[src/rtl/core/ace_pkg.sv]
// ----------------------------------------------------------------------------
// ace_pkg: shared types and constants
// Transaction payloads, decoded micro-op and machine codes for the
// accumulator machine execute block.
// ----------------------------------------------------------------------------
package ace_pkg;

   localparam int PC_BITS     = 16;
   localparam int DATA_DEPTH  = 256;
   localparam int ADDR_BITS   = $clog2(DATA_DEPTH);
   localparam int DATA_BITS   = 8;
   localparam int QUEUE_DEPTH = 2;
   localparam int QPTR_BITS   = $clog2(QUEUE_DEPTH);
   localparam int QCNT_BITS   = $clog2(QUEUE_DEPTH + 1);

   typedef enum logic [3:0] {
      OP_NOOP    = 4'd0,
      OP_ALU_IMM = 4'd1,
      OP_ALU_MEM = 4'd2,
      OP_CLEAR   = 4'd3,
      OP_STORE   = 4'd4,
      OP_BEQZ    = 4'd5,
      OP_HALT    = 4'd15
   } opcode_type;

   typedef enum logic [3:0] {
      SEL_ADD = 4'd0,
      SEL_SUB = 4'd1
   } alu_sel_type;

   typedef enum logic [2:0] {
      CLS_NOOP,
      CLS_ALU_IMM,
      CLS_ALU_MEM,
      CLS_CLEAR,
      CLS_STORE,
      CLS_BEQZ,
      CLS_HALT,
      CLS_INVALID
   } cls_type;

   typedef enum logic [1:0] {
      ALU_ADD,
      ALU_SUB,
      ALU_NONE
   } alu_type;

   typedef enum logic [1:0] {
      ST_RUN     = 2'd0,
      ST_HALTED  = 2'd1,
      ST_INVALID = 2'd2
   } status_type;

   typedef struct packed {
      logic [3:0] opcode;
      logic [3:0] alu_select;
      logic [7:0] operand;
   } req_type;

   typedef struct packed {
      logic [15:0]       next_pc;
      logic signed [7:0] accumulator_value;
      logic              zero_flag;
      logic              carry_flag;
      logic              overflow_flag;
      logic [1:0]        run_status;
   } rsp_type;

   typedef struct packed {
      cls_type    cls;
      alu_type    alu;
      logic [7:0] operand;
   } uop_type;

endpackage

[src/rtl/core/ace_ram.sv]
// ----------------------------------------------------------------------------
// ace_ram: generic single-port-write RAM
// One write port, one read port, registered read data (read-old on collision).
// ----------------------------------------------------------------------------
module ace_ram #(
   parameter int WIDTH = 8,
   parameter int DEPTH = 256
) (
   input  logic                     clock,
   input  logic                     wr_en,
   input  logic [$clog2(DEPTH)-1:0] wr_addr,
   input  logic [WIDTH-1:0]         wr_data,
   input  logic                     rd_en,
   input  logic [$clog2(DEPTH)-1:0] rd_addr,
   output logic [WIDTH-1:0]         rd_data
);

   logic [WIDTH-1:0] mem_ff [DEPTH];
   logic [WIDTH-1:0] rd_data_ff;

   always_ff @(posedge clock) begin
      if (wr_en) begin
         mem_ff[wr_addr] <= wr_data;
      end
      if (rd_en) begin
         rd_data_ff <= mem_ff[rd_addr];
      end
   end

   assign rd_data = rd_data_ff;

endmodule

[src/rtl/core/ace_front.sv]
// ----------------------------------------------------------------------------
// ace_front: instruction intake
// Accepts request transactions, decodes them into micro-ops and buffers
// them in a short queue toward the execute side.
// ----------------------------------------------------------------------------
module ace_front import ace_pkg::*; (
   input  logic    clock,
   input  logic    reset,
   input  logic    req_valid,
   output logic    req_ready,
   input  req_type req_data,
   output logic    uop_valid,
   output uop_type uop_data,
   input  logic    uop_pop
);

   uop_type               entry_ff [QUEUE_DEPTH];
   logic [QPTR_BITS-1:0]  wr_ptr_ff, wr_ptr_in;
   logic [QPTR_BITS-1:0]  rd_ptr_ff, rd_ptr_in;
   logic [QCNT_BITS-1:0]  count_ff, count_in;
   uop_type               dec;
   logic                  push;
   logic                  pop;

   // decode
   always_comb begin
      dec.operand = req_data.operand;
      unique case (req_data.alu_select)
         SEL_ADD: dec.alu = ALU_ADD;
         SEL_SUB: dec.alu = ALU_SUB;
         default: dec.alu = ALU_NONE;
      endcase
      unique case (req_data.opcode)
         OP_NOOP:    dec.cls = CLS_NOOP;
         OP_ALU_IMM: dec.cls = CLS_ALU_IMM;
         OP_ALU_MEM: dec.cls = CLS_ALU_MEM;
         OP_CLEAR:   dec.cls = CLS_CLEAR;
         OP_STORE:   dec.cls = CLS_STORE;
         OP_BEQZ:    dec.cls = CLS_BEQZ;
         OP_HALT:    dec.cls = CLS_HALT;
         default:    dec.cls = CLS_INVALID;
      endcase
   end

   assign req_ready = (count_ff < QCNT_BITS'(QUEUE_DEPTH));
   assign push      = req_valid && req_ready;
   assign uop_valid = (count_ff != '0);
   assign pop       = uop_pop && uop_valid;
   assign uop_data  = entry_ff[rd_ptr_ff];

   always_comb begin
      wr_ptr_in = wr_ptr_ff;
      rd_ptr_in = rd_ptr_ff;
      count_in  = count_ff;
      if (push) begin
         wr_ptr_in = (wr_ptr_ff == QPTR_BITS'(QUEUE_DEPTH - 1)) ? '0 : wr_ptr_ff + 1'b1;
      end
      if (pop) begin
         rd_ptr_in = (rd_ptr_ff == QPTR_BITS'(QUEUE_DEPTH - 1)) ? '0 : rd_ptr_ff + 1'b1;
      end
      if (push && !pop) begin
         count_in = count_ff + 1'b1;
      end else if (pop && !push) begin
         count_in = count_ff - 1'b1;
      end
   end

   always_ff @(posedge clock) begin
      if (reset) begin
         wr_ptr_ff <= '0;
         rd_ptr_ff <= '0;
         count_ff  <= '0;
      end else begin
         wr_ptr_ff <= wr_ptr_in;
         rd_ptr_ff <= rd_ptr_in;
         count_ff  <= count_in;
      end
   end

   always_ff @(posedge clock) begin
      if (push) begin
         entry_ff[wr_ptr_ff] <= dec;
      end
   end

`ifndef SYNTHESIS
   a_count_bound: assert property (@(posedge clock) disable iff (reset)
      count_ff <= QCNT_BITS'(QUEUE_DEPTH))
      else $error("queue count exceeds depth");

   a_count_track: assert property (@(posedge clock) disable iff (reset)
      (push && !pop) |=> (count_ff == $past(count_ff) + 1'b1))
      else $error("queue count missed a push");
`endif

endmodule

[src/rtl/core/ace_back.sv]
// ----------------------------------------------------------------------------
// ace_back: execute side
// Issues the data memory read, then executes the micro-op against the
// architectural state and presents the result transaction.
// ----------------------------------------------------------------------------
module ace_back import ace_pkg::*; (
   input  logic    clock,
   input  logic    reset,
   input  logic    uop_valid,
   input  uop_type uop_data,
   output logic    uop_pop,
   output logic    rsp_valid,
   input  logic    rsp_ready,
   output rsp_type rsp_data
);

   logic [PC_BITS-1:0]   pc_ff, pc_in;
   logic [DATA_BITS-1:0] acc_ff, acc_in;
   logic                 zf_ff, zf_in;
   logic                 cf_ff, cf_in;
   logic                 vf_ff, vf_in;
   status_type           status_ff, status_in;
   uop_type              ex_ff;
   logic                 ex_valid_ff;
   logic                 fwd_ff, fwd_in;
   logic                 vld_rd_ff;
   logic [DATA_DEPTH-1:0] vld_ff;
   logic                 rsp_valid_ff;

   logic                 rd_fire;
   logic                 ex_fire;
   logic                 mem_wr_en;
   logic [DATA_BITS-1:0] mem_rd_data;
   logic [DATA_BITS-1:0] mem_byte;
   logic [DATA_BITS-1:0] alu_b;
   logic [DATA_BITS:0]   sum9;
   logic [DATA_BITS:0]   dif9;

   assign ex_fire = ex_valid_ff && (!rsp_valid_ff || rsp_ready);
   assign rd_fire = uop_valid && (!ex_valid_ff || ex_fire);
   assign uop_pop = rd_fire;

   assign mem_wr_en = ex_fire && (status_ff == ST_RUN) && (ex_ff.cls == CLS_STORE);
   // store in execute hits the address being read: its data is the live acc
   assign fwd_in = mem_wr_en && (uop_data.operand[ADDR_BITS-1:0] ==
                                 ex_ff.operand[ADDR_BITS-1:0]);

   ace_ram #(
      .WIDTH (DATA_BITS),
      .DEPTH (DATA_DEPTH)
   ) u_dmem (
      .clock   (clock),
      .wr_en   (mem_wr_en),
      .wr_addr (ex_ff.operand[ADDR_BITS-1:0]),
      .wr_data (acc_ff),
      .rd_en   (rd_fire),
      .rd_addr (uop_data.operand[ADDR_BITS-1:0]),
      .rd_data (mem_rd_data)
   );

   // never-written bytes read as zero
   assign mem_byte = fwd_ff ? acc_ff : (vld_rd_ff ? mem_rd_data : '0);
   assign alu_b    = (ex_ff.cls == CLS_ALU_IMM) ? ex_ff.operand : mem_byte;
   assign sum9     = {1'b0, acc_ff} + {1'b0, alu_b};
   assign dif9     = {1'b0, acc_ff} - {1'b0, alu_b};

   always_comb begin
      pc_in     = pc_ff;
      acc_in    = acc_ff;
      zf_in     = zf_ff;
      cf_in     = cf_ff;
      vf_in     = vf_ff;
      status_in = status_ff;
      if (status_ff == ST_RUN) begin
         pc_in = pc_ff + 1'b1;
         case (ex_ff.cls) inside
            CLS_ALU_IMM, CLS_ALU_MEM: begin
               if (ex_ff.alu == ALU_ADD) begin
                  acc_in = sum9[DATA_BITS-1:0];
                  cf_in  = sum9[DATA_BITS];
                  vf_in  = (acc_ff[7] == alu_b[7]) && (sum9[7] != acc_ff[7]);
                  zf_in  = (sum9[DATA_BITS-1:0] == '0);
               end else if (ex_ff.alu == ALU_SUB) begin
                  acc_in = dif9[DATA_BITS-1:0];
                  cf_in  = dif9[DATA_BITS];
                  vf_in  = (acc_ff[7] != alu_b[7]) && (dif9[7] != acc_ff[7]);
                  zf_in  = (dif9[DATA_BITS-1:0] == '0);
               end
            end
            CLS_CLEAR: begin
               acc_in = '0;
               zf_in  = 1'b1;
               cf_in  = 1'b0;
               vf_in  = 1'b0;
            end
            CLS_BEQZ: begin
               if (acc_ff == '0) begin
                  pc_in = PC_BITS'(ex_ff.operand);
               end
            end
            CLS_HALT:    status_in = ST_HALTED;
            CLS_INVALID: status_in = ST_INVALID;
            default: ;
         endcase
      end
   end

   always_ff @(posedge clock) begin
      if (reset) begin
         pc_ff        <= '0;
         acc_ff       <= '0;
         zf_ff        <= 1'b0;
         cf_ff        <= 1'b0;
         vf_ff        <= 1'b0;
         status_ff    <= ST_RUN;
         ex_valid_ff  <= 1'b0;
         rsp_valid_ff <= 1'b0;
         vld_ff       <= '0;
      end else begin
         if (ex_fire) begin
            pc_ff     <= pc_in;
            acc_ff    <= acc_in;
            zf_ff     <= zf_in;
            cf_ff     <= cf_in;
            vf_ff     <= vf_in;
            status_ff <= status_in;
         end
         if (mem_wr_en) begin
            vld_ff[ex_ff.operand[ADDR_BITS-1:0]] <= 1'b1;
         end
         if (rd_fire) begin
            ex_valid_ff <= 1'b1;
         end else if (ex_fire) begin
            ex_valid_ff <= 1'b0;
         end
         if (ex_fire) begin
            rsp_valid_ff <= 1'b1;
         end else if (rsp_ready) begin
            rsp_valid_ff <= 1'b0;
         end
      end
   end

   always_ff @(posedge clock) begin
      if (rd_fire) begin
         ex_ff     <= uop_data;
         fwd_ff    <= fwd_in;
         vld_rd_ff <= vld_ff[uop_data.operand[ADDR_BITS-1:0]];
      end
   end

   // state only moves on execute, so the registers double as the result
   assign rsp_valid                  = rsp_valid_ff;
   assign rsp_data.next_pc           = 16'(pc_ff);
   assign rsp_data.accumulator_value = $signed(acc_ff);
   assign rsp_data.zero_flag         = zf_ff;
   assign rsp_data.carry_flag        = cf_ff;
   assign rsp_data.overflow_flag     = vf_ff;
   assign rsp_data.run_status        = status_ff;

`ifndef SYNTHESIS
   a_stop_sticks: assert property (@(posedge clock) disable iff (reset)
      (status_ff != ST_RUN) |=> (status_ff == $past(status_ff)))
      else $error("stopped machine resumed");

   a_pc_only_on_exec: assert property (@(posedge clock) disable iff (reset)
      !ex_fire |=> $stable(pc_ff))
      else $error("pc moved without an execute");

   a_rsp_from_exec: assert property (@(posedge clock) disable iff (reset)
      $rose(rsp_valid_ff) |-> $past(ex_fire))
      else $error("result raised without an execute");

   a_no_store_when_stopped: assert property (@(posedge clock) disable iff (reset)
      (status_ff != ST_RUN) |-> !mem_wr_en)
      else $error("memory written while stopped");
`endif

endmodule

[src/rtl/core/accumulator_cpu_execute.sv]
// ----------------------------------------------------------------------------
// accumulator_cpu_execute: 8-bit accumulator machine execute block
// Top level: intake/decode queue in front, memory read and execute behind.
// ----------------------------------------------------------------------------
// Each request transaction is one instruction (opcode, ALU select, operand);
// each produces exactly one response transaction carrying the machine state
// after it: next pc, accumulator, zero/carry/overflow flags and run status.
// Sustained rate is one instruction per clock while responses are taken; a
// result is registered in turn in a queue slot, at the data memory read and
// by the execute into the result registers after its request is accepted.
// The registered read port of the 256-byte data memory is read as the
// micro-op enters the execute stage, ahead of the 8-bit add/subtract there;
// a STORE directly followed by a read of the same byte is forwarded, so
// there are no bubbles. Data memory comes out of reset reading all zero via
// per-byte valid flops, so no clearing pass is needed and requests are taken
// right after reset. HALT or an invalid opcode freezes the state until reset;
// later transactions still get a response repeating that state.
// ----------------------------------------------------------------------------
module accumulator_cpu_execute import ace_pkg::*; (
   input  logic    clock,
   input  logic    reset,
   input  logic    req_valid,
   output logic    req_ready,
   input  req_type req_data,
   output logic    rsp_valid,
   input  logic    rsp_ready,
   output rsp_type rsp_data
);

   // decoded micro-op handoff between intake and execute
   logic    uop_valid;
   uop_type uop_data;
   logic    uop_pop;

   ace_front u_front (
      .clock     (clock),
      .reset     (reset),
      .req_valid (req_valid),
      .req_ready (req_ready),
      .req_data  (req_data),
      .uop_valid (uop_valid),
      .uop_data  (uop_data),
      .uop_pop   (uop_pop)
   );

   ace_back u_back (
      .clock     (clock),
      .reset     (reset),
      .uop_valid (uop_valid),
      .uop_data  (uop_data),
      .uop_pop   (uop_pop),
      .rsp_valid (rsp_valid),
      .rsp_ready (rsp_ready),
      .rsp_data  (rsp_data)
   );

endmodule
[config.mk]
export PLATFORM = sky130hd
export DESIGN_NAME = accumulator_cpu_execute
export DESIGN_NICKNAME = d
export VERILOG_FILES = /design/src/rtl/core/ace_pkg.sv /design/src/rtl/core/ace_ram.sv /design/src/rtl/core/ace_front.sv /design/src/rtl/core/ace_back.sv /design/src/rtl/core/accumulator_cpu_execute.sv
export SDC_FILE = /design/constraint.sdc
export NUM_CORES = 2
export LEC_CHECK = 0
export BUFFER_PORTS_ARGS = -buffer_cell sky130_fd_sc_hd__buf_2
export CAP_MARGIN = 20
export CORE_ASPECT_RATIO = 1.1
export CORE_MARGIN = 1.5
export CORE_UTILIZATION = 40
export CTS_CLUSTER_DIAMETER = 30
export DETAILED_ROUTE_END_ITERATION = 7
export MAX_ROUTING_LAYER = met4
export SYNTH_ARGS = -nofsm -noshare
export SYNTH_HDL_FRONTEND = slang
export SYNTH_SLANG_ARGS = --single-unit
[constraint.sdc]
create_clock -name clock -period 15.9 [get_ports clock]
set_clock_uncertainty 0.15 [all_clocks]
set_input_delay 0.795 -clock clock [delete_from_list [all_inputs] [get_ports clock]]
set_output_delay 0.795 -clock clock [all_outputs]
set_load 0.02 [all_outputs]
==> reports/metrics.yaml <==
synthesis:
  syn_area_um2: 94900
  async_flop_share_pct: 0
  syn_avg_cell_area_um2: 13.6
  seq_area_frac_synth_pct: 72.5
  synth_flop_cell: "edfxtp_1"
  ys_seq_elements: 2389
  syn_nets: 7026
  netlist_instances: 6984
  ys_types: 76
  yosysWarnings: 0
  synth-edff-count: 2097
critical_path:
  critPathMaxFanout: 99
  cpPeakStageDelay_ns: 1.05
  worstPathArrival_ns: 7.56
  reg2reg_slack_ns: 8.84
  crit_buf_inv: 4
  end_kind: "flop"
  critPathLaunchType: "flop"
  worstPathRequired_ns: 16.40
  path_class: "flop to flop"
  cp_common_cell: "buf_4"
  path_cells: "mux2i_4, inv_8, buf_4, buf_4, buf_12, mux2i_1, o221ai_1, o21ai_0, a21oi_1, nor3_1, o22ai_1, a311o_1"
  reg2reg_depth: 12
  critPathSlowestCell: "dfxtp_1"
  timing.rr.end: "u_back.u_dmem.rd_data[6]$_DFFE_PP_"
  critical_path.top_delay_family: "buffers and inverters"
sta:
  rsz0062_at_grt: "false"
  hold-worst-slack_ns: 0.0977
  fin_crit_sh_pct: 44.4
  finalCriticalPeriod_ns: 7.06
  hold_viol_final: 0
  worst_slew_pin_slew_ns: 1.18
  clock.fmax_mhz: 142
  setup_violations: 0
  finalSetupTns_ns: 0
  slew_viol_final: 0
  relSlewSlack_pct: 21.4
flow_run:
  cap_violations: 0
place:
  dp_hpwl_um: 171000
  place_congestion: 0.898
  port-buffer-count: 50
global_route:
  grt_max_degree: 166
  grt_pass1_vias: 59100
  grtUsageTotal_pct: 24.7
  grt_overflow: 0
  antenna_found_initial: 19
  grt_pass1_wl_um: 421000
clock_tree:
  cts.sinks: 2389
  cts_tree: "yes"
  post_cts_buffers: 0
  cts_hold_buf: 8
  clock_latency_ns: 0.89
  clk_pin_slew_ns: 0.05
  ctsResizeCount: 0
  cts_root_buffer: "clkbuf_16"
  cts_inserted_buffers: 414
  clock_path_buffers: 4
  h-tree-depth: 5
routing:
  met1Wirelength_um: 115000
  ant_nets: 0
  drtIter0Drc: 7440
  drt-total-wl_um: 295000
  avgRoutedWirePerCell_um: 27.7
  routed_via_density: 5.80
  route.met2.wl_um: 140000
  met3_length_um: 28400
  first_pass_iters: 8
  vias: 61800
  routed.top_layer: "met4"
  drc_errors: 0
cells_and_area:
  fill_cells: 20000
  final_util_pct: 47.9
  mostFrequentLayoutCell: "edfxtp_1"
  finish.net_count: 7204
  syn_to_final_growth_pct: 19.2
  layout_common_cells: "edfxtp_1 (2097), nand2_1 (1166), nor2_1 (799)"
  seqCellArea_um2: 68800
  multi_input_area_um2: 24200
  drive_above_1_share_pct: 14.5
power:
  p_leak_uw: 0.0401
  power.density_nw_per_um2: 180
  p_total_uw: 20400
  vdd_drop_max_v: 0.000129
hold_path:
  hold_class: "primary input to flop"
  hold_path_depth: 4
  hold_start: "rsp_ready"
  holdPathEnd: "u_back.rsp_valid$_SDFFE_PP0P_"
floorplan:
  start_util_pct: 40.2
  io_pins: 51
  core_area_um2: 236000
  die_area_um2: 240000
  die_w_um: 468
  row_count: 187
  die_y_um: 514
status:
  status: "finished, final reports clean"
-- worst min-delay path: stages --
cell     delay, ns
buf_2         0.08
nor2b_1       0.06
nor2_1        0.08
nor2_1        0.04
-- registers in the layout, summed over array words and instances (netlist names), 2 cells and up, named ones only --
| name | flops |
|---|---|
| u_back.pc_ff | 16 |
| u_back.acc_ff | 8 |
| u_front.count_ff | 2 |
| u_back.u_dmem.rd_data | 8 |
| u_front.entry_ff | 26 |
| u_back.u_dmem.mem_ff | 2048 |
| u_back.vld_ff | 256 |
| u_back.status_ff | 2 |
| u_back.ex_ff | 13 |
-- where the power goes --
group / internal (µW) / switching [µW] / total, µW
Sequential: 6980 / 154 / 7130
Clock: 5800 / 3220 / 9020
Combinational: 1100 / 3150 / 4260
Total: 13900 / 6520 / 20400
-- through the flow --
step / area (µm²) / std cells / worst slack (ns)
after global routing: 113000 / 10600 / 8.75
after detailed placement: 98600 / 9853 / 8.94
after floorplan: 94900 / 6984 / 9.35
after CTS: 113000 / 10600 / 8.98
final: 113000 / 10600 / 8.84
after global placement: 98600 / 9849 / 9.02
-- cell usage after synthesis, drive strengths merged, types with 97 or more instances --
cell type / count / area [µm²]
edfxtp: 2097 / 63000
clkbuf: 217 / 815
mux2i: 426 / 4280
nand2: 1177 / 4420
nand3: 348 / 1740
nor3: 97 / 485
buf: 233 / 1170
o21ai: 129 / 646
mux4: 106 / 2390
nor2: 803 / 3010
o221ai: 118 / 1030
o22ai: 113 / 707
a21oi: 328 / 1640
dfxtp: 292 / 5850
-- how the worst max path moves through the flow --
stage / to / slack (ns) / depth (start not counted)
floorplan: u_back.vf_ff$_SDFFE_PP0P_ / 9.35 / 11
global placement: u_back.u_dmem.rd_data[3]$_DFFE_PP_ / 9.02 / 12
global route: u_back.u_dmem.rd_data[5]$_DFFE_PP_ / 8.75 / 10
finish: u_back.u_dmem.rd_data[6]$_DFFE_PP_ / 8.84 / 12
detailed placement: u_back.u_dmem.rd_data[6]$_DFFE_PP_ / 8.94 / 12
CTS: u_back.u_dmem.rd_data[6]$_DFFE_PP_ / 8.98 / 12
-- layer usage --
layer | up-vias | track usage [%]
met1 | 31200 | 32.1
met3 | 616 | 4.59
li1 | 26500 | -
met2 | 3426 | 38.2
met5 | - | -
met4 | 0 | 10.0
-- cells by family after synthesis --
family,after synthesis,share of synthesized area (%)
AOI/OAI and AO/OA,949,6.43
xor gates and xnor gates,28,0.258
adders and majority gates,23,0.316
buffers and inverters,483,2.22
DFF,2389,72.5
muxes,539,7.11
and+or+nand+nor,2573,11.2
-- area by class of cell --
class	count	share of cell area [%]
Tap cell	3118	3.45
Timing Repair Buffer	212	1.43
Clock buffer	483	9.67
Clock inverter	289	3.05
Inverter	33	0.133
Antenna cell	12	0.0265
Sequential cell	2389	60.9
Multi-Input combinational cell	4112	21.4
Power figures use the tool's default switching activity.
